$ cat src/hdl/mqe_pkg.sv
package mqe_pkg;

  localparam int NUM_CHANNELS = 5;
  localparam int CH_W = (NUM_CHANNELS > 1) ? $clog2(NUM_CHANNELS) : 1;
  localparam int COUNT_W = 32;
  localparam int TABLE_W = 32;
  localparam logic [TABLE_W-1:0] STEP_TABLE_RESET = 32'd876855580;

  typedef struct packed {
    logic phase_a;
    logic phase_b;
  } in_item_t;

  typedef struct packed {
    logic [2:0]                channel;
    logic signed [COUNT_W-1:0] count;
    logic [2:0]                next_select;
  } out_item_t;

  // One channel update as produced by the channel bank.
  typedef struct packed {
    logic [CH_W-1:0]           ch;
    logic signed [COUNT_W-1:0] count;
    logic [CH_W-1:0]           next_ch;
  } chan_upd_t;

endpackage

$ cat src/hdl/mqe_step_lut.sv
module mqe_step_lut (
  input  logic [mqe_pkg::TABLE_W-1:0]        step_table,
  input  logic [3:0]                         idx,
  output logic signed [mqe_pkg::COUNT_W-1:0] step
);

  logic [1:0] raw;

  always_comb begin
    raw  = step_table[{idx, 1'b0} +: 2];
    step = {{(mqe_pkg::COUNT_W-2){raw[1]}}, raw};
  end

endmodule

$ cat src/hdl/mqe_chan_bank.sv
module mqe_chan_bank (
  input  logic                        clk,
  input  logic                        rst_n,
  input  logic                        en,
  input  logic [1:0]                  phase_now,
  input  logic [mqe_pkg::TABLE_W-1:0] step_table,
  output mqe_pkg::chan_upd_t          upd
);

  localparam int N = mqe_pkg::NUM_CHANNELS;
  localparam int W = mqe_pkg::CH_W;

  logic [W-1:0]                       ptr_r;
  logic [W-1:0]                       ptr_nxt;
  logic [W-1:0]                       ch;
  logic [1:0]                         last_phase_r [N];
  logic signed [mqe_pkg::COUNT_W-1:0] count_r [N];
  logic signed [mqe_pkg::COUNT_W-1:0] count_nxt;
  logic signed [mqe_pkg::COUNT_W-1:0] step;

  // an out-of-range pointer falls back to channel 0
  always_comb begin
    ch = (ptr_r >= W'(N)) ? '0 : ptr_r;
    ptr_nxt = (ch == W'(N-1)) ? '0 : ch + W'(1);
  end

  mqe_step_lut u_lut (
    .step_table (step_table),
    .idx        ({last_phase_r[ch], phase_now}),
    .step       (step)
  );

  assign count_nxt = count_r[ch] + step;

  always_comb begin
    upd.ch      = ch;
    upd.count   = count_nxt;
    upd.next_ch = ptr_nxt;
  end

  always_ff @(posedge clk) begin
    if (!rst_n) begin
      ptr_r <= '0;
      for (int i = 0; i < N; i++) begin
        last_phase_r[i] <= '0;
        count_r[i]      <= '0;
      end
    end else if (en) begin
      ptr_r            <= ptr_nxt;
      last_phase_r[ch] <= phase_now;
      count_r[ch]      <= count_nxt;
    end
  end

  a_ptr_range: assert property (@(posedge clk) disable iff (!rst_n)
    ptr_r < W'(N))
    else $error("channel pointer out of range");

  a_ptr_advance: assert property (@(posedge clk) disable iff (!rst_n)
    (rst_n && en) |=> (ptr_r == (($past(ptr_r) == W'(N-1)) ? '0 : $past(ptr_r) + W'(1))))
    else $error("channel pointer did not advance cyclically");

  a_ptr_hold: assert property (@(posedge clk) disable iff (!rst_n)
    (rst_n && !en) |=> $stable(ptr_r))
    else $error("channel pointer moved without a transaction");

endmodule

$ cat src/hdl/muxed_quadrature_encoder_scanner_core.sv
// A transaction accepted at one clock edge is registered and shows on out_* after that edge.
// Throughput: one transaction per cycle while in_stall is low; the step lookup and 32-bit count add on the
// selected channel complete in the same cycle as the read-modify-write of its state.
// in_stall rises only while a held result is stalled downstream.
// Reset (synchronous, rst_n low): counts, last phases and pointer go to zero,
// step_table returns to its reset value, out_valid drops.
module muxed_quadrature_encoder_scanner_core (
  input  logic                        clk,
  input  logic                        rst_n,
  input  logic                        in_valid,
  output logic                        in_stall,
  input  mqe_pkg::in_item_t           in_data,
  output logic                        out_valid,
  input  logic                        out_stall,
  output mqe_pkg::out_item_t          out_data,
  input  logic                        cfg_wr_en,
  input  logic [mqe_pkg::TABLE_W-1:0] cfg_wr_data
);

  logic [mqe_pkg::TABLE_W-1:0] step_table_r;
  logic                        out_valid_r;
  logic                        out_valid_nxt;
  mqe_pkg::out_item_t          out_data_r;
  mqe_pkg::out_item_t          out_data_nxt;
  mqe_pkg::chan_upd_t          upd;
  logic                        accept;

  assign in_stall = out_valid_r && out_stall;
  assign accept   = in_valid && !in_stall;

  always_ff @(posedge clk) begin
    if (!rst_n) begin
      step_table_r <= mqe_pkg::STEP_TABLE_RESET;
    end else if (cfg_wr_en) begin
      step_table_r <= cfg_wr_data;
    end
  end

  mqe_chan_bank u_bank (
    .clk        (clk),
    .rst_n      (rst_n),
    .en         (accept),
    .phase_now  ({in_data.phase_a, in_data.phase_b}),
    .step_table (step_table_r),
    .upd        (upd)
  );

  always_comb begin
    out_valid_nxt            = accept || (out_valid_r && out_stall);
    out_data_nxt.channel     = 3'(upd.ch);
    out_data_nxt.count       = upd.count;
    out_data_nxt.next_select = 3'(upd.next_ch);
  end

  always_ff @(posedge clk) begin
    if (!rst_n) begin
      out_valid_r <= 1'b0;
    end else begin
      out_valid_r <= out_valid_nxt;
    end
  end

  always_ff @(posedge clk) begin
    if (accept) begin
      out_data_r <= out_data_nxt;
    end
  end

  assign out_valid = out_valid_r;
  assign out_data  = out_data_r;

  a_accept_delivers: assert property (@(posedge clk) disable iff (!rst_n)
    (rst_n && accept) |=> out_valid)
    else $error("accepted transaction produced no result");

  a_channel_range: assert property (@(posedge clk) disable iff (!rst_n)
    out_valid |-> (out_data.channel < 3'(mqe_pkg::NUM_CHANNELS)))
    else $error("result channel out of range");

  a_select_wrap: assert property (@(posedge clk) disable iff (!rst_n)
    (out_valid && out_data.channel == 3'(mqe_pkg::NUM_CHANNELS - 1))
      |-> (out_data.next_select == 3'd0))
    else $error("next select did not wrap after last channel");

endmodule

$ cat config.mk
export PLATFORM = sky130hd
export DESIGN_NAME = muxed_quadrature_encoder_scanner_core
export DESIGN_NICKNAME = d
export VERILOG_FILES = /design/src/hdl/mqe_pkg.sv /design/src/hdl/mqe_step_lut.sv /design/src/hdl/mqe_chan_bank.sv /design/src/hdl/muxed_quadrature_encoder_scanner_core.sv
export SDC_FILE = /design/constraint.sdc
export NUM_CORES = 1
export LEC_CHECK = 0
export BUFFER_PORTS_ARGS = -buffer_cell sky130_fd_sc_hd__buf_2
export CORE_MARGIN = 5
export CORE_UTILIZATION = 45
export DETAILED_ROUTE_END_ITERATION = 12
export PLACE_DENSITY = 0.58
export SLEW_MARGIN = 20
export SYNTH_ARGS = -nofsm -noshare
export SYNTH_HDL_FRONTEND = slang
export SYNTH_SLANG_ARGS = --single-unit
$ cat constraint.sdc
create_clock -name clk -period 11.15 [get_ports clk]
set_input_delay 2.23 -clock clk [delete_from_list [all_inputs] [get_ports clk]]
set_output_delay 2.23 -clock clk [all_outputs]
set_load 0.1 [all_outputs]
==> flow_summary.ini <==
[clocking]
post_cts_resized = 0
clk_latency_ps = 530
cts_hold_buffers = 0
clkSlewWorstSetupHoldPaths_ps = 60
h-tree-depth = 1
cts_sinks = 244
cts.path.max_buffers = 3
cts_tree = done
cts_inserted_buffers = 26
root_buffer = clkbuf_16
postCtsSetupBuffers = 0

[worst_setup_path]
cp_max_fo = 41
path_class = input pin to flip-flop
startpoint = in_data[0]
cp-start-kind = input pin
regToRegStartpoint = u_bank.ptr_r[0]
required_ps = 11410
crit_arrival_ps = 7350
crit_path_end_kind = flip-flop

[placed_design]
place_ws_ps = 3512
gp_congestion = 0.8496
dp_hpwl_mm = 18.28
portBuffers = 78

[routing]
drcViolationCount = 0
ant_nets = 0
routed_via_density = 5.542
post_drt_wl_per_cell_um = 19.73
dr.pass1.iters = 5
drt-initial-drc-count = 548
routed_wl_mm = 30.42
via_count = 8545

[global_route]
met3_usage_pct = 2.334
grt_use_met1_pct = 27.76
grt_busiest_layer = met2
grt_util_met2_pct = 32.41
overflow = 0
antenna_found_initial = 0
grt_start_max_net_pins = 46
grtUsageTotal_pct = 19.48
first_global_vias = 8411
grt_pass1_wl_mm = 47.92

[power_and_ir_drop]
ir_drop_uv = 155.5
leakage_nw = 5.506
power_density_nw_per_um2 = 251.8
finalPower_mw = 3.514

[synthesis]
avgSynthCellArea_um2 = 11.40
synth_edf_count = 208
synthCells = 1093
ys_seq_area_share_pct = 55.92
synth_ff_type = edfxtp_1
postSynthRegisterBits = 244
async_reset_ff_share_pct = 0
ys_types = 78
ys_warn_count = 0
syn-cell-area_um2 = 12460
synth_fp_nets = 1157

[timing]
grt_setup_unrepaired = false
timing.slew.headroom_pct = 28.90
worst_slew_pin_slew_ps = 1063
post-route-period-util_pct = 63.55
finalSetupTns_ps = 0
slew_viol_final = 0
setup_violations = 0
fmax_ghz = 0.1411
setup_slack_ps = 4064
hold_viol = 0
finalClockSkew_ps = 9.607
min_period_ps = 7086

[finish]
nNetsFinal = 1208
area_growth_pct = 12.04
fin_util_pct = 50.66
diodes = 0
drive_gt1_share_pct = 16.67

[die]
ioPinCount = 79
fp.dieH_um = 176.4
rows = 61
start_util_pct = 45.22
dieWidth_um = 176.4
core_um2 = 27550
dieArea_um2 = 31110

[outcome]
status = finished, final reports clean

[hold_path]
hold_path_class = flip-flop to flip-flop
min_from = step_table_r[29]

[flow_run]
drv_cap = 0
[Yosys cell counts, types with 7 or more instances]
| cell | number | area share [%] |
|---|---|---|
| xor2_1 | 9 | 0.63 |
| o21ai_0 | 19 | 0.76 |
| a21oi_1 | 37 | 1.5 |
| nor2b_1 | 31 | 1.6 |
| mux4_2 | 9 | 1.6 |
| nand2_1 | 59 | 1.8 |
| nand2b_1 | 9 | 0.45 |
| a221oi_1 | 17 | 1.2 |
| edfxtp_1 | 208 | 50 |
| nor3_1 | 28 | 1.1 |
| or3_1 | 9 | 0.45 |
| mux2i_1 | 71 | 5.7 |
| inv_1 | 43 | 1.3 |
| o22ai_1 | 22 | 1.1 |
| clkbuf_1 | 40 | 1.2 |
| a21o_1 | 13 | 0.78 |
| buf_2 | 8 | 0.32 |
| and2_1 | 9 | 0.45 |
| nor2_1 | 201 | 6.1 |
| a22oi_1 | 7 | 0.42 |
| xnor2_1 | 24 | 1.7 |
| ha_1 | 24 | 2.4 |
| o32a_1 | 7 | 0.56 |
| buf_1 | 12 | 0.36 |
| dfxtp_1 | 36 | 5.8 |
| mux2_2 | 27 | 2.4 |
| and3_1 | 8 | 0.40 |
| nand3_1 | 15 | 0.60 |
[area by class of cell]
class	count	area (um2)
Fill cell	2502	13590
Sequential cell	244	6970
Multi-Input combinational cell	734	5022
Clock buffer	40	754.5
Timing Repair Buffer	92	495.5
Tap cell	378	473.0
Inverter	46	172.7
Clock inverter	8	70.07
[cells by family (layout without fill, tap and decap cells)]
logic type,Yosys count,count (layout),synth area share (%)
AND/OR/NAND/NOR,379,379,13.49
adder cells (fa/ha/maj),25,25,2.571
flip-flops,244,244,55.92
multiplexers,112,112,10.22
buffers and inverters,115,186,3.967
XOR/XNOR,37,37,2.933
AO/OA/AOI/OAI,181,181,10.90
[per-layer routing]
layer	part of all wire, %	up-vias
li1	-	4083
met1	47	4235
met2	47	192
met3	4.1	35
met4	1.9	0
met5	0	-
[registers in the layout, indices dropped and copies added (netlist names)]
name,flops
u_bank.count_r,160
out_data,38
step_table_r,32
u_bank.last_phase_r,10
u_bank.ptr_r,3
out_valid,1
[critical path: stages]
cell and delay [ps]:
buf_2 220, mux4_2 520, a21boi_1 160, o32ai_4 260
buf_4 470, inv_2 470, fa_1 550, a21oi_1 240
o211ai_1 160, and2_1 220, a41oi_1 340, o21a_1 210
o21ai_1 80, a31oi_1 470, o21bai_1 160, xnor2_1 430
nor2_1 120
[report_power, final]
part / internal, mW / leakage, nW / total [mW] / switching, mW
sequential: 1.15 / 2.43 / 1.19 / 0.0401
combinational: 0.384 / 2.68 / 1.49 / 1.11
clock: 0.488 / 0.393 / 0.836 / 0.348
[metrics by stage]
step / cell area [um2] / std cells / hold slack, ps
after floorplan: 12460 / 1093 / 435.8
after global placement: 13130 / 1494 / 448.4
after detailed placement: 13130 / 1494 / 457.1
after CTS: 13950 / 1542 / 474.3
after global routing: 13960 / 1542 / 502.7
final: 13960 / 1542 / 470.2
[final timing paths]
| path | end | slack, ps | depth (start not counted) |
|---|---|---|---|
| worst max-delay path | u_bank.count_r[0][24] | 4060 | 17 |
| worst min-delay path | step_table_r[29] | 470 | 2 |
| worst max register to register | u_bank.count_r[0][24] | 4370 | 18 |
| worst min register to register | step_table_r[29] | 470 | 2 |
[placed cells by master (no fill, tap or decap), drive strengths merged, types with 6 or more instances in the layout]
| master | synthesis | routed |
|---|---|---|
| xnor2 | 27 | 27 |
| xor2 | 10 | 10 |
| nand2 | 59 | 59 |
| nor3 | 28 | 28 |
| a221oi | 20 | 20 |
| a22oi | 8 | 8 |
| ha | 24 | 24 |
| and3 | 8 | 8 |
| nor2 | 202 | 202 |
| buf | 29 | 92 |
| or3 | 9 | 9 |
| mux4 | 9 | 9 |
| o22ai | 22 | 22 |
| dfxtp | 36 | 36 |
| nor2b | 32 | 32 |
| mux2i | 71 | 71 |
| mux2 | 32 | 32 |
| o21ai | 26 | 26 |
| edfxtp | 208 | 208 |
| nand2b | 9 | 9 |
| a31oi | 7 | 7 |
| clkinv | 1 | 6 |
| a21o | 13 | 13 |
| o32a | 7 | 7 |
| and2 | 9 | 9 |
| a21oi | 38 | 38 |
| inv | 45 | 45 |
| nand3 | 15 | 15 |
| clkbuf | 40 | 40 |
No activity file was read; power rests on OpenSTA's default activity.
